[config.mk]
export PLATFORM = sky130hd
export DESIGN_NAME = velocity_cap_accel_fixup_unit
export DESIGN_NICKNAME = d
export VERILOG_FILES = /design/src/rtl/core/vcaf_pkg.sv /design/src/rtl/core/vcaf_front.sv /design/src/rtl/core/vcaf_queue.sv /design/src/rtl/core/vcaf_back.sv /design/src/rtl/core/velocity_cap_accel_fixup_unit.sv
export VERILOG_INCLUDE_DIRS = /design/src /design/src/rtl/core
export SDC_FILE = /design/constraint.sdc
export NUM_CORES = 1
export LEC_CHECK = 0
export BUFFER_PORTS_ARGS = -buffer_cell sky130_fd_sc_hd__clkbuf_2
export CORE_MARGIN = 8
export CORE_UTILIZATION = 25
export DETAILED_ROUTE_END_ITERATION = 10
export PLACE_DENSITY = 0.47
export RECOVER_POWER = 50
export SYNTH_ARGS = -nofsm -noshare
export SYNTH_HDL_FRONTEND = slang
export SYNTH_SLANG_ARGS = --single-unit
export TNS_END_PERCENT = 1
[constraint.sdc]
create_clock -name clk -period 6.8 [get_ports clk]
set_input_delay 1.7 -clock clk [delete_from_list [all_inputs] [get_ports clk]]
set_output_delay 1.7 -clock clk [all_outputs]
set_load 0.01 [all_outputs]
[src/rtl/core/velocity_cap_accel_fixup_unit_assert.svh]
// ----------------------------------------------------------------------------
// Assertion macros for the velocity cap unit
// Concurrent checks that simulation evaluates and synthesis leaves out.
// ----------------------------------------------------------------------------
`ifndef VELOCITY_CAP_ACCEL_FIXUP_UNIT_ASSERT_SVH
`define VELOCITY_CAP_ACCEL_FIXUP_UNIT_ASSERT_SVH

`ifndef SYNTHESIS

// The condition holds at every clock edge out of reset.
`define VCAF_ASSERT_ALWAYS(label, clk, rst, cond, msg) \
  label: assert property (@(posedge clk) disable iff (rst) (cond)) else $error(msg);

// When the antecedent holds, the consequent holds in the same cycle.
`define VCAF_ASSERT_SAME(label, clk, rst, ante, cons, msg) \
  label: assert property (@(posedge clk) disable iff (rst) (ante) |-> (cons)) else $error(msg);

// When the antecedent holds, the consequent holds in the next cycle.
`define VCAF_ASSERT_NEXT(label, clk, rst, ante, cons, msg) \
  label: assert property (@(posedge clk) disable iff (rst) (ante) |=> (cons)) else $error(msg);

`else

`define VCAF_ASSERT_ALWAYS(label, clk, rst, cond, msg)
`define VCAF_ASSERT_SAME(label, clk, rst, ante, cons, msg)
`define VCAF_ASSERT_NEXT(label, clk, rst, ante, cons, msg)

`endif

`endif

[src/rtl/core/vcaf_pkg.sv]
// ----------------------------------------------------------------------------
// Velocity cap package
// Widths, the cap reset value, job codes and the job record shared by all parts.
// ----------------------------------------------------------------------------
package vcaf_pkg;

  localparam int VEL_W = 16;
  localparam int ACC_W = 16;
  localparam int CAP_W = 15;
  localparam int MAG_W = 16;
  localparam int PROD_W = 2 * MAG_W;
  localparam int BITS_PER_STEP = 2;
  localparam int DIV_STEPS = PROD_W / BITS_PER_STEP;
  localparam int STEP_CNT_W = $clog2(DIV_STEPS);
  localparam int QUEUE_DEPTH = 4;

  localparam logic [CAP_W-1:0] MAX_SPEED_RESET = 15'd3840;

  // What the back part does with a job.
  typedef enum logic [1:0] {
    OP_PASS = 2'd0,
    OP_ZERO = 2'd1,
    OP_DIV  = 2'd2
  } op_t;

  typedef struct packed {
    logic [VEL_W-1:0] vel;
    logic             fin;
    op_t              op;
    logic             neg;
    logic [ACC_W-1:0] accel;
    logic [MAG_W-1:0] nmag;
    logic [MAG_W-1:0] amag;
    logic [MAG_W-1:0] gmag;
  } job_t;

endpackage

[src/rtl/core/vcaf_front.sv]
// ----------------------------------------------------------------------------
// Velocity cap front part
// Holds one point back, classifies each released point and queues its job.
// ----------------------------------------------------------------------------
`include "velocity_cap_accel_fixup_unit_assert.svh"

module vcaf_front (
  input  logic                          clk,
  input  logic                          rst,
  input  logic [vcaf_pkg::CAP_W-1:0]    max_speed,
  input  logic                          s_tvalid,
  output logic                          s_tready,
  input  logic [31:0]                   s_tdata,
  input  logic                          s_tlast,
  output logic                          push_valid,
  input  logic                          push_ready,
  output vcaf_pkg::job_t                push_job
);

  localparam int VW = vcaf_pkg::VEL_W;

  logic          busy;
  logic [VW-1:0] in_vel;
  logic [VW-1:0] in_acc;
  logic          in_fin;
  logic          held_valid;
  logic [VW-1:0] held_vel;
  logic [VW-1:0] held_acc;

  logic signed [VW:0] cap_w;
  logic signed [VW:0] vi;
  logic signed [VW:0] vn;
  logic signed [VW:0] ci;
  logic signed [VW:0] cn;
  logic signed [VW:0] num;
  logic signed [VW:0] gap;
  logic signed [VW:0] acc_w;
  logic [VW:0]        nmag_w;
  logic [VW:0]        gmag_w;
  logic [VW:0]        amag_w;
  logic               over_i;
  logic               over_n;
  vcaf_pkg::job_t     held_job;
  vcaf_pkg::job_t     final_job;

  assign s_tready = !busy;

  always_comb begin
    cap_w  = $signed({2'b00, max_speed});
    vi     = $signed({held_vel[VW-1], held_vel});
    vn     = $signed({in_vel[VW-1], in_vel});
    acc_w  = $signed({held_acc[VW-1], held_acc});
    over_i = vi > cap_w;
    over_n = vn > cap_w;
    ci     = over_i ? cap_w : vi;
    cn     = over_n ? cap_w : vn;
    num    = cn - ci;
    gap    = vn - vi;
    nmag_w = num[VW] ? $unsigned(-num) : $unsigned(num);
    gmag_w = gap[VW] ? $unsigned(-gap) : $unsigned(gap);
    amag_w = acc_w[VW] ? $unsigned(-acc_w) : $unsigned(acc_w);

    held_job       = '0;
    held_job.vel   = ci[VW-1:0];
    held_job.fin   = 1'b0;
    held_job.neg   = num[VW];
    held_job.accel = held_acc;
    held_job.nmag  = nmag_w[VW-1:0];
    held_job.gmag  = gmag_w[VW-1:0];
    held_job.amag  = (amag_w == '0) ? vcaf_pkg::MAG_W'(1) : amag_w[VW-1:0];
    if (over_i && over_n) begin
      held_job.op = vcaf_pkg::OP_ZERO;
    end else if (!over_i && !over_n) begin
      held_job.op = vcaf_pkg::OP_PASS;
    end else begin
      held_job.op = vcaf_pkg::OP_DIV;
    end

    final_job     = '0;
    final_job.vel = cn[VW-1:0];
    final_job.fin = 1'b1;
    final_job.op  = vcaf_pkg::OP_ZERO;
  end

  // The held point is released first; a final request then sends itself.
  always_comb begin
    push_valid = 1'b0;
    push_job   = held_job;
    if (busy) begin
      if (held_valid) begin
        push_valid = 1'b1;
      end else if (in_fin) begin
        push_valid = 1'b1;
        push_job   = final_job;
      end
    end
  end

  always_ff @(posedge clk) begin
    if (rst) begin
      busy       <= 1'b0;
      held_valid <= 1'b0;
      held_vel   <= '0;
      held_acc   <= '0;
    end else if (!busy) begin
      if (s_tvalid) begin
        busy   <= 1'b1;
        in_vel <= s_tdata[VW-1:0];
        in_acc <= s_tdata[2*VW-1:VW];
        in_fin <= s_tlast;
      end
    end else if (held_valid) begin
      if (push_ready) begin
        if (in_fin) begin
          held_valid <= 1'b0;
          held_vel   <= '0;
          held_acc   <= '0;
        end else begin
          held_vel <= in_vel;
          held_acc <= in_acc;
          busy     <= 1'b0;
        end
      end
    end else if (in_fin) begin
      if (push_ready) begin
        busy <= 1'b0;
      end
    end else begin
      held_valid <= 1'b1;
      held_vel   <= in_vel;
      held_acc   <= in_acc;
      busy       <= 1'b0;
    end
  end

  `VCAF_ASSERT_NEXT(a_div_gap_nonzero, clk, rst,
    push_valid && push_job.op == vcaf_pkg::OP_DIV, $past(push_job.gmag) != '0,
    "front queued a recompute job with a zero velocity gap")

endmodule

[src/rtl/core/vcaf_queue.sv]
// ----------------------------------------------------------------------------
// Velocity cap job queue
// Small FIFO of jobs between the front and back parts.
// ----------------------------------------------------------------------------
`include "velocity_cap_accel_fixup_unit_assert.svh"

module vcaf_queue #(
  parameter int DEPTH = vcaf_pkg::QUEUE_DEPTH
) (
  input  logic           clk,
  input  logic           rst,
  input  logic           push_valid,
  output logic           push_ready,
  input  vcaf_pkg::job_t push_job,
  output logic           pop_valid,
  input  logic           pop_ready,
  output vcaf_pkg::job_t pop_job
);

  localparam int PTR_W = (DEPTH > 1) ? $clog2(DEPTH) : 1;
  localparam int CNT_W = $clog2(DEPTH + 1);
  localparam logic [PTR_W-1:0] LAST_PTR = PTR_W'(DEPTH - 1);
  localparam logic [CNT_W-1:0] FULL_CNT = CNT_W'(DEPTH);

  vcaf_pkg::job_t   slots [DEPTH];
  logic [PTR_W-1:0] wr_ptr;
  logic [PTR_W-1:0] rd_ptr;
  logic [CNT_W-1:0] count;
  logic             push_fire;
  logic             pop_fire;

  assign push_ready = (count != FULL_CNT);
  assign pop_valid  = (count != '0);
  assign pop_job    = slots[rd_ptr];
  assign push_fire  = push_valid && push_ready;
  assign pop_fire   = pop_valid && pop_ready;

  always_ff @(posedge clk) begin
    if (push_fire) begin
      slots[wr_ptr] <= push_job;
    end
  end

  always_ff @(posedge clk) begin
    if (rst) begin
      wr_ptr <= '0;
      rd_ptr <= '0;
      count  <= '0;
    end else begin
      if (push_fire) begin
        wr_ptr <= (wr_ptr == LAST_PTR) ? '0 : wr_ptr + 1'b1;
      end
      if (pop_fire) begin
        rd_ptr <= (rd_ptr == LAST_PTR) ? '0 : rd_ptr + 1'b1;
      end
      if (push_fire && !pop_fire) begin
        count <= count + 1'b1;
      end else if (pop_fire && !push_fire) begin
        count <= count - 1'b1;
      end
    end
  end

  `VCAF_ASSERT_ALWAYS(a_count_bound, clk, rst, count <= FULL_CNT,
    "queue count beyond its depth")
  `VCAF_ASSERT_NEXT(a_count_drain, clk, rst, pop_fire && !push_fire,
    count == $past(count) - 1'b1, "queue count did not drop on a pop")

endmodule

[src/rtl/core/vcaf_back.sv]
// ----------------------------------------------------------------------------
// Velocity cap back part
// Carries out queued jobs: pass, zero, or multiply and divide two bits a step.
// ----------------------------------------------------------------------------
`include "velocity_cap_accel_fixup_unit_assert.svh"

module vcaf_back (
  input  logic           clk,
  input  logic           rst,
  input  logic           pop_valid,
  output logic           pop_ready,
  input  vcaf_pkg::job_t pop_job,
  output logic           m_tvalid,
  input  logic           m_tready,
  output logic [31:0]    m_tdata,
  output logic           m_tlast
);

  localparam int MW = vcaf_pkg::MAG_W;
  localparam int PW = vcaf_pkg::PROD_W;
  localparam int AW = vcaf_pkg::ACC_W;
  localparam logic [vcaf_pkg::STEP_CNT_W-1:0] LAST_STEP =
    vcaf_pkg::STEP_CNT_W'(vcaf_pkg::DIV_STEPS - 1);
  localparam logic [PW-1:0] Q_POS_LIMIT = PW'(2 ** (AW - 1) - 1);
  localparam logic [PW-1:0] Q_NEG_LIMIT = PW'(2 ** (AW - 1));
  localparam logic [AW-1:0] ACC_MAX = AW'(2 ** (AW - 1) - 1);
  localparam logic [AW-1:0] ACC_MIN = AW'(2 ** (AW - 1));

  typedef enum logic [3:0] {
    S_IDLE = 4'b0001,
    S_MUL  = 4'b0010,
    S_DIV  = 4'b0100,
    S_DONE = 4'b1000
  } state_t;

  state_t                          state;
  logic [vcaf_pkg::STEP_CNT_W-1:0] step;
  logic [MW-1:0]                   nmag;
  logic [MW-1:0]                   amag;
  logic [MW-1:0]                   gmag;
  logic                            neg;
  logic [vcaf_pkg::VEL_W-1:0]      job_vel;
  logic [PW-1:0]                   dq;
  logic [MW-1:0]                   rem;
  logic [PW-1:0]                   dq_next;
  logic [MW-1:0]                   rem_next;
  logic [AW-1:0]                   div_acc;
  logic [AW:0]                     neg_q;

  logic                            out_valid;
  logic [vcaf_pkg::VEL_W-1:0]      out_vel;
  logic [AW-1:0]                   out_acc;
  logic                            out_fin;
  logic                            out_free;
  logic                            out_load;

  assign out_free = !out_valid || m_tready;
  assign m_tvalid = out_valid;
  assign m_tdata  = {out_acc, out_vel};
  assign m_tlast  = out_fin;
  assign pop_ready = (state == S_IDLE) && (pop_job.op == vcaf_pkg::OP_DIV || out_free);
  // The output register takes a simple job straight from the queue or a finished
  // recompute.
  assign out_load = (state == S_IDLE && pop_valid && pop_ready &&
                     pop_job.op != vcaf_pkg::OP_DIV) || (state == S_DONE && out_free);

  // Restoring division, BITS_PER_STEP quotient bits per cycle.
  always_comb begin
    logic [MW:0] wide;
    logic [MW:0] dvs;
    rem_next = rem;
    dq_next  = dq;
    dvs      = {1'b0, gmag};
    for (int i = 0; i < vcaf_pkg::BITS_PER_STEP; i++) begin
      wide = {rem_next, dq_next[PW-1]};
      if (wide >= dvs) begin
        wide    = wide - dvs;
        dq_next = {dq_next[PW-2:0], 1'b1};
      end else begin
        dq_next = {dq_next[PW-2:0], 1'b0};
      end
      rem_next = wide[MW-1:0];
    end
  end

  always_comb begin
    neg_q = -{1'b0, dq[AW-1:0]};
    if (neg) begin
      div_acc = (dq > Q_NEG_LIMIT) ? ACC_MIN : neg_q[AW-1:0];
    end else begin
      div_acc = (dq > Q_POS_LIMIT) ? ACC_MAX : dq[AW-1:0];
    end
  end

  always_ff @(posedge clk) begin
    if (rst) begin
      state     <= S_IDLE;
      out_valid <= 1'b0;
      step      <= '0;
    end else begin
      if (out_load) begin
        out_valid <= 1'b1;
      end else if (m_tready) begin
        out_valid <= 1'b0;
      end
      unique case (state)
        S_IDLE: begin
          if (pop_valid && pop_ready) begin
            if (pop_job.op == vcaf_pkg::OP_DIV) begin
              nmag    <= pop_job.nmag;
              amag    <= pop_job.amag;
              gmag    <= pop_job.gmag;
              neg     <= pop_job.neg;
              job_vel <= pop_job.vel;
              state   <= S_MUL;
            end else begin
              out_vel   <= pop_job.vel;
              out_fin   <= pop_job.fin;
              out_acc   <= (pop_job.op == vcaf_pkg::OP_PASS) ? pop_job.accel : '0;
            end
          end
        end
        S_MUL: begin
          dq    <= nmag * amag;
          rem   <= '0;
          step  <= '0;
          state <= S_DIV;
        end
        S_DIV: begin
          dq   <= dq_next;
          rem  <= rem_next;
          step <= step + 1'b1;
          if (step == LAST_STEP) begin
            state <= S_DONE;
          end
        end
        S_DONE: begin
          if (out_free) begin
            out_vel   <= job_vel;
            out_fin   <= 1'b0;
            out_acc   <= div_acc;
            state     <= S_IDLE;
          end
        end
        default: state <= S_IDLE;
      endcase
    end
  end

  `VCAF_ASSERT_ALWAYS(a_rem_below_divisor, clk, rst,
    state != S_DIV || rem < gmag, "division remainder reached the divisor")
  `VCAF_ASSERT_NEXT(a_div_ends, clk, rst, state == S_DIV && step == LAST_STEP,
    state == S_DONE, "division did not finish after its last step")

endmodule

[src/rtl/core/velocity_cap_accel_fixup_unit.sv]
// Flow: a held point's job goes from the front through the queue to the output register when
//   its acceleration passes or is zeroed, and through the multiply and divide states first when
//   it is recomputed. The front takes no new request while busy with the last one, and stalls
//   on a full queue; the back takes no new job until a recompute has reached the output register.
// Reset (rst, synchronous, active high) empties the queue and output register, drops the
//   held point and loads the velocity cap with 3840.
// ----------------------------------------------------------------------------
// Velocity cap with acceleration fixup
// Caps trajectory point velocities and corrects the accelerations around the cap.
// ----------------------------------------------------------------------------
//
// Structure. The front part holds one point back. When the next request arrives it
// compares both points against the cap and turns the held point into a job: pass its
// acceleration, force it to zero (both above the cap), or recompute it (opposite sides).
// A final request also queues a job for itself with acceleration zero and the final flag.
// Jobs wait in a short queue, so the front keeps taking requests while the back part
// works. The back part passes simple jobs straight to its output register; a recompute
// job multiplies the capped velocity step by the acceleration magnitude in its multiply state,
// then divides by the original velocity gap in a restoring divider that retires two
// quotient bits a cycle, and finally saturates the signed result to 16 bits.
//
// The output register parts the back part from the master side, so one result can wait
// there while the next job is already being worked on.
//
// Configuration. The cap is written through cfg_valid/cfg_ready/cfg_data, which is always
// ready. Users must change it only while the block is idle; the block does not enforce this.

module velocity_cap_accel_fixup_unit #(
  parameter int QUEUE_DEPTH = vcaf_pkg::QUEUE_DEPTH
) (
  input  logic                       clk,
  input  logic                       rst,
  // Configuration: cfg_data is max_speed.
  input  logic                       cfg_valid,
  output logic                       cfg_ready,
  input  logic [vcaf_pkg::CAP_W-1:0] cfg_data,
  // Input points.
  input  logic                       s_tvalid,
  output logic                       s_tready,
  input  logic [31:0]                s_tdata,   // [15:0] point_velocity, [31:16] point_accel
  input  logic                       s_tlast,   // is_final
  // Results.
  output logic                       m_tvalid,
  input  logic                       m_tready,
  output logic [31:0]                m_tdata,   // [15:0] out_velocity, [31:16] out_accel
  output logic                       m_tlast    // out_final
);

  logic [vcaf_pkg::CAP_W-1:0] max_speed;
  logic                       push_valid;
  logic                       push_ready;
  vcaf_pkg::job_t             push_job;
  logic                       pop_valid;
  logic                       pop_ready;
  vcaf_pkg::job_t             pop_job;

  assign cfg_ready = 1'b1;

  always_ff @(posedge clk) begin
    if (rst) begin
      max_speed <= vcaf_pkg::MAX_SPEED_RESET;
    end else if (cfg_valid) begin
      max_speed <= cfg_data;
    end
  end

  vcaf_front u_front (
    .clk        (clk),
    .rst        (rst),
    .max_speed  (max_speed),
    .s_tvalid   (s_tvalid),
    .s_tready   (s_tready),
    .s_tdata    (s_tdata),
    .s_tlast    (s_tlast),
    .push_valid (push_valid),
    .push_ready (push_ready),
    .push_job   (push_job)
  );

  vcaf_queue #(
    .DEPTH (QUEUE_DEPTH)
  ) u_queue (
    .clk        (clk),
    .rst        (rst),
    .push_valid (push_valid),
    .push_ready (push_ready),
    .push_job   (push_job),
    .pop_valid  (pop_valid),
    .pop_ready  (pop_ready),
    .pop_job    (pop_job)
  );

  vcaf_back u_back (
    .clk       (clk),
    .rst       (rst),
    .pop_valid (pop_valid),
    .pop_ready (pop_ready),
    .pop_job   (pop_job),
    .m_tvalid  (m_tvalid),
    .m_tready  (m_tready),
    .m_tdata   (m_tdata),
    .m_tlast   (m_tlast)
  );

endmodule

==> out/qor.txt, run 1 <==
First-pass GRT wire length: 151000 µm
Number of synthesized flops with an enable pin: 515
TritonRoute pass-1 iters: 8
Startpoint types: flop
Syn Std Cell Area: 36000 µm²
Outcome: finished with violations
Critical Path RT: 7.14 ns
Syn nets: 3536
Row count: 139
Clock Latency Late Sink: 0.64 ns
Die width: 396 µm
Failing checks: capacitance limit, slew limit
Critical R2R Capture: u_back.dq[31]
Met2 Use GR: 0.196
Slew headroom: -1.79
Fin Setup TNS: 0 ns
Fin util: 0.288
Adder and majority gate portion of the synthesized area: 0.184
Initial DRC count: 1631
Die ar.: 156000 µm²
Boundary pin count: 89
DP Wirelength: 71300 µm
Max-slew violation count: 535
Crit path kind: reg2reg
Largest net degree at the start of global routing: 63
# hold bufs at CTS: 0
TritonCTS clock tree: yes
Routed WL per cell: 19.1 µm
Worst-path clk slew: 0.06 ns
Final Hold Fails: 0
Tot GR Track Use: 0.124
Max clock buf depth: 3
Yosys cell types: 75
Synthesized area per cell: 11.7 µm²
Reg2reg setup slack: 0.27 ns
Worst R2R Start: u_back.amag[4]
#FFs+latches synth: 582
Initial antenna violation count: 3
Hold wc startpoint: u_back.step[3]
Min cycle time layout: 6.53 ns
Post-synthesis xor/xnor area fraction: 0.0258
Hold Path Stages: 1
Total CTS buffers: 67
Async S/R FF share, synth: 0
Register-to-Register Path Depth: 21
GRT busiest layer: met2
DIE HEIGHT: 396 µm
Via Count: 23600
Predominant post-synthesis flop cell: edfxtp_1
H-tree lvl count: 3
Combinational family with the most area after synthesis: adder cells
Clk sink count: 582
Crit end category: flop
Layout cells sized above 1: 0.112
Initial core utilization: 0.251
Layout area overhead: 14.5%
Synth Instances: 3075
Remaining global-route overflow: 0
Min-Delay Path Class: reg2reg
MaxCap Viol Count: 13
Hold EP: u_back.step[3]
Nets@finish: 3663
Fill count: 14900
Part of the cycle the worst path needs: 0.960
Count of input and output buffers: 87
Synth Area in Simple Gates: 0.117
Vias per cell: 4.57
Mux cell area share after synthesis: 0.0738
Vias in the first global route: 24300
Post-route DRC: 0
Register area share after synthesis: 0.467
GRT met1 Usage: 0.174
Synth Warn #: 0
Core Area: 143000 µm²
CTS root buffer: clkbuf_16
Diode count: 0
Routability-driven placement congestion ratio: 0.830
RSZ-0062 raised after global routing: true
Antenna Nets Post-Route: 0
Worst slew pin tran: 4.18 ns
Max Freq: 153 MHz
Compound-Gate Fraction of Synth Area: 0.0831
Hold_ws: 0.467 ns
Post-Route WL: 98400 µm
CP arrival: 6.87 ns
Clock Skews: 0.0288 ns
Crit-path max FO: 10
M3 GR Usage: 0.0210
Setup Viol. Count Final: 0
[through the flow]
stage	std cells	area, µm²	setup slack, ns
floorplan	3075	36000	0.471
global placement	5014	39000	0.0597
detailed placement	5014	39000	-0.0643
CTS	5138	41200	0.146
global route	5156	41200	-0.00536
finish	5156	41200	0.271
[per-layer routing]
layer  wire [µm]  up-vias
li1            -    11100
met1       46900    11900
met2       44700      479
met3        4410      118
met4        2350        0
met5           0        -
[synth_stat cells (all sizes together) (12+ instances only)]
cell type	count	area share
edfxtp	515	0.43
inv	345	0.036
nand2	291	0.030
ha	209	0.073
nor2	209	0.022
fa	199	0.11
and2	145	0.025
a21oi	119	0.017
o21ai	103	0.014
clkbuf	101	0.011
mux4	84	0.053
dfxtp	67	0.037
xnor2	60	0.015
nor3	50	0.0069
mux2i	46	0.013
xor2	46	0.011
a21o	42	0.0088
nand3	42	0.0058
a22oi	33	0.0069
a211oi	28	0.0058
nor2b	28	0.0049
mux2	27	0.0084
buf	25	0.0033
o21a	25	0.0052
nand4	19	0.0033
nand2b	17	0.0030
o211ai	17	0.0035
a31oi	16	0.0028
o22ai	16	0.0028
or3	16	0.0028
nor3b	15	0.0033
nor4	13	0.0023
and3	12	0.0021
o21bai	12	0.0025
o31ai	12	0.0026
[placed cells by master, fill, tap and decap left out, types with 16 or more instances in the layout]
cell and n:
a211oi_1 27, a21o_1 42, a21oi_1 118, a22oi_1 33
a31oi_1 16, and2_0 19, and2_1 126, buf_4 84
clkbuf_1 68, clkbuf_16 67, clkbuf_2 45, dfxtp_1 66
edfxtp_1 515, fa_1 198, ha_1 209, inv_1 344
mux2_2 27, mux2i_1 46, mux4_2 84, nand2_1 290
nand2b_1 17, nand3_1 42, nand4_1 19, nor2_1 208
nor2b_1 28, nor3_1 50, o211ai_1 17, o21a_1 25
o21ai_0 99, o22ai_1 16, or3_1 16, xnor2_1 60
xor2_1 46
[final cells by class]
cell class              count  area [µm²]  area share
multi-input cells        2022       17500       0.424
flip-flops and latches    582       16800       0.408
repair buffers            184        1080      0.0262
inverters                 345        1290      0.0314
clock inverters            34         410     0.00995
well taps                1903        2380      0.0577
clock buffers              86        1790      0.0434
[what timing repair did]
action | CTS | global route
setup buffers | 4 | 18
pin swaps | 0 | 2
gates resized for setup | 1 | 8
setup endpoints to repair | 1 | 7
[critical path: stages (launching register included)]
cell and delay, ns:
edfxtp_1 0.52, and2_1 0.24, fa_1 0.53, inv_1 0.05
fa_1 0.46, fa_1 0.52, inv_1 0.06, fa_1 0.50
fa_1 0.54, inv_1 0.06, fa_1 0.53, inv_1 0.04
ha_1 0.35, and3_1 0.21, and2_1 0.19, a221oi_2 0.41
nand3_1 0.21, a41oi_2 0.26, o2111ai_1 0.15, a21oi_1 0.19
xnor2_1 0.14, a21oi_1 0.09
[state kept, by name, indices dropped and copies added, names as in the netlist, 4 cells and up, named ones only]
signal,flops
u_front.held_vel,16
u_front.in_acc,16
max_speed,15
u_back.amag,16
u_back.job_vel,16
u_back.dq,32
u_queue.slots,336
u_back.out_acc,16
u_back.rem,16
u_back.gmag,16
u_back.state,4
u_back.nmag,16
u_back.step,4
u_back.out_vel,16
u_front.in_vel,16
u_front.held_acc,16
[worst max-delay path by stage]
stage	from	end	slack [ns]	cells after the start
global route	u_back.amag[4]	u_back.dq[31]	-0.005	21
CTS	u_back.amag[12]	u_back.dq[30]	0.15	21
global placement	u_back.nmag[5]	u_back.dq[31]	0.06	21
detailed placement	u_back.nmag[5]	u_back.dq[31]	-0.06	22
finish	u_back.amag[4]	u_back.dq[31]	0.27	21
floorplan	u_back.nmag[7]	u_back.dq[31]	0.47	23
[kinds of logic (layout without fill, tap and decap cells)]
kind of cell               Yosys count  count (layout)
buffers and inverters              471             649
and+or+nand+nor                    883             883
adders and majority gates          409             409
muxes                              157             157
xor gates and xnor gates           106             106
DFF                                582             582
other                                1               1
AOI/OAI and AO/OA                  466             466
Power of run 1 is not shown: default switching activity piles up to over one toggle a cycle in this logic, so the estimate is an artifact.
==> run 2, diff against run 1 <==
--- a/config.mk
+++ b/config.mk
@@ -8,9 +8,9 @@
 export LEC_CHECK = 0
 export BUFFER_PORTS_ARGS = -buffer_cell sky130_fd_sc_hd__clkbuf_2
 export CORE_MARGIN = 8
-export CORE_UTILIZATION = 25
+export CORE_UTILIZATION = 57
 export DETAILED_ROUTE_END_ITERATION = 10
-export PLACE_DENSITY = 0.47
+export PLACE_DENSITY = 0.84
 export RECOVER_POWER = 50
 export SYNTH_ARGS = -nofsm -noshare
 export SYNTH_HDL_FRONTEND = slang
==> out/qor.txt, run 2 (synthesis results as in run 1) <==
Layout cells sized above 1: 0.108 (was 0.112)
Min-Delay Path Class: reg2reg (unchanged)
Slew headroom: -1.17 (was -1.79)
Largest reg by FF count: u_queue.slots (unchanged)
First-pass GRT wire length: 142000 µm (was 151000 µm)
Critical Path RT: 7.17 ns (was 7.14 ns)
Fin Setup TNS: 0 ns (unchanged)
Final Non-Filler Cells: 4068 (was 5156)
Crit-path max FO: 8 (was 10)
Via Count: 25000 (was 23600)
Diode count: 0 (unchanged)
Core Area: 62700 µm² (was 143000 µm²)
Max Freq: 150 MHz (was 153 MHz)
Post-route DRC: 0 (unchanged)
Most frequent cells in the layout: 515 x edfxtp_1, 344 x inv_1, 291 x nand2_1 (was 515 x edfxtp_1, 344 x inv_1, 290 x nand2_1)
Largest net degree at the start of global routing: 72 (was 63)
Count of input and output buffers: 87 (unchanged)
Tot GR Track Use: 0.255 (was 0.124)
Placed cells: 3944 (was 5014)
Remaining global-route overflow: 0 (unchanged)
Place WS: 0.155 ns (was -0.0643 ns)
Min cycle time layout: 6.66 ns (was 6.53 ns)
Final Hold Fails: 0 (unchanged)
Critical Path Max Stage Delay: 0.55 ns (was 0.54 ns)
DIE HEIGHT: 267 µm (was 396 µm)
DP Wirelength: 64100 µm (was 71300 µm)
Critical R2R Capture: u_back.dq[30] (was u_back.dq[31])
Register-to-Register Path Depth: 22 (was 21)
Slowest cell on crit path: fa_1 (unchanged)
Antenna Nets Post-Route: 0 (unchanged)
Worst-path clk slew: 0.07 ns (was 0.06 ns)
CTS root buffer: clkbuf_16 (unchanged)
Initial antenna violation count: 1 (was 3)
TritonCTS clock tree: yes (unchanged)
Clock Skews: 0.0344 ns (was 0.0288 ns)
Crit path kind: reg2reg (unchanged)
Worst slew pin tran: 3.25 ns (was 4.18 ns)
Post-Route WL: 91900 µm (was 98400 µm)
Boundary pin count: 89 (unchanged)
Initial DRC count: 2866 (was 1631)
MaxCap Viol Count: 10 (was 13)
Nets@finish: 3636 (was 3663)
Routed WL per cell: 22.6 µm (was 19.1 µm)
Most frequent CP cell: fa_1 (unchanged)
Die width: 267 µm (was 396 µm)
Setup Viol. Count Final: 0 (unchanged)
Clock Latency Late Sink: 0.66 ns (was 0.64 ns)
Top Registers: u_queue.slots: 336 flops, u_back.dq: 32 flops (unchanged)
# hold bufs at CTS: 0 (unchanged)
Max clock buf depth: 3 (unchanged)
Most common cell after layout, fill and taps aside: edfxtp_1 (unchanged)
Crit. Startpoint: u_back.amag[4] (unchanged)
Initial core utilization: 0.574 (was 0.251)
Clk sink count: 582 (unchanged)
Layout area overhead: 10.0% (was 14.5%)
Min setup slack post-route: 0.138 ns (was 0.271 ns)
Die ar.: 71500 µm² (was 156000 µm²)
Outcome: finished with violations (unchanged)
CP cell instances: buf_4 -> and2_1 -> fa_1 -> inv_1 -> fa_1 -> fa_1 -> inv_1 -> fa_1 -> fa_1 -> inv_1 -> fa_1 -> inv_1 -> ha_1 -> and4_1 -> nand3_1 -> o2111ai_1 -> o21ai_1 -> a31oi_1 -> or4_1 -> a31oi_1 -> xor2_1 -> o21ai_0 (was and2_1 -> fa_1 -> inv_1 -> fa_1 -> fa_1 -> inv_1 -> fa_1 -> fa_1 -> inv_1 -> fa_1 -> inv_1 -> ha_1 -> and3_1 -> and2_1 -> a221oi_2 -> nand3_1 -> a41oi_2 -> o2111ai_1 -> a21oi_1 -> xnor2_1 -> a21oi_1)
Startpoint types: flop (unchanged)
Max-slew violation count: 586 (was 535)
Vias in the first global route: 24800 (was 24300)
Part of the cycle the worst path needs: 0.980 (was 0.960)
Largest register FFs: 336 (unchanged)
TritonRoute pass-1 iters: 6 (was 8)
Critical path destination: u_back.dq[30] (was u_back.dq[31])
Failing checks: capacitance limit, slew limit (unchanged)
Row count: 92 (was 139)
Routability-driven placement congestion ratio: 0.972 (was 0.830)
CP arrival: 7.04 ns (was 6.87 ns)
Crit end category: flop (unchanged)
Vias per cell: 6.14 (was 4.57)
H-tree lvl count: 2 (was 3)
Worst R2R Start: u_back.amag[4] (unchanged)
Total CTS buffers: 57 (was 67)
Reg2reg setup slack: 0.14 ns (was 0.27 ns)
==> run 2: how the worst min path moves through the flow <==
| stage | from | end | slack [ns] | depth (start not counted) |
|---|---|---|---|---|
| 2_1_floorplan | u_back.step[3] | u_back.step[3] | 0.44 | 1 |
| 3_3_place_gp | u_back.step[3] | u_back.step[3] | 0.46 | 1 |
| 3_5_place_dp | u_back.step[3] | u_back.step[3] | 0.46 | 1 |
| 4_1_cts | u_back.step[3] | u_back.step[3] | 0.47 | 1 |
| 5_1_grt | u_back.step[3] | u_back.step[3] | 0.51 | 1 |
| 6_report | u_back.step[3] | u_back.step[3] | 0.48 | 1 |
==> run 2: repair_timing <==
item,CTS,global route
endpoints found under the setup margin,0,10
gates resized for setup,0,6
setup buffers,0,18
==> run 2: routing by layer <==
metal	vias up	routed length, µm	global-route usage
met5	-	13	0
met4	2	3930	0.0987
met3	287	9420	0.0520
met2	1519	42300	0.409
met1	12100	36300	0.343
li1	11000	-	-
==> run 2: per-stage QoR <==
step           cell area, µm²  hold WS, ns  utilization
2_1_floorplan           36000        0.438            -
3_3_place_gp            37500        0.457        0.598
3_5_place_dp            37500        0.464        0.598
4_1_cts                 39600        0.475        0.630
5_1_grt                 39600        0.508        0.631
6_report                39600        0.480        0.631
==> run 2: layout make-up <==
type,instances,area [µm²]
fill,4511,23100
clock inverter,39,534
multi-input combinational,2022,17500
timing repair buffer,167,958
inverter,345,1290
clock buffer,67,1490
sequential,582,16800
tap,846,1060
==> run 2: critical path, delay by kind of cell, from the launching register on <==
family,cells,cell delay (ns)
fa+ha+maj,7,3.41
xor+xnor,1,0.15
flops,1,0.52
compound gates,5,0.87
buf+inv,5,0.46
simple gates,4,0.97
Power of run 2 is left out for the same reason.
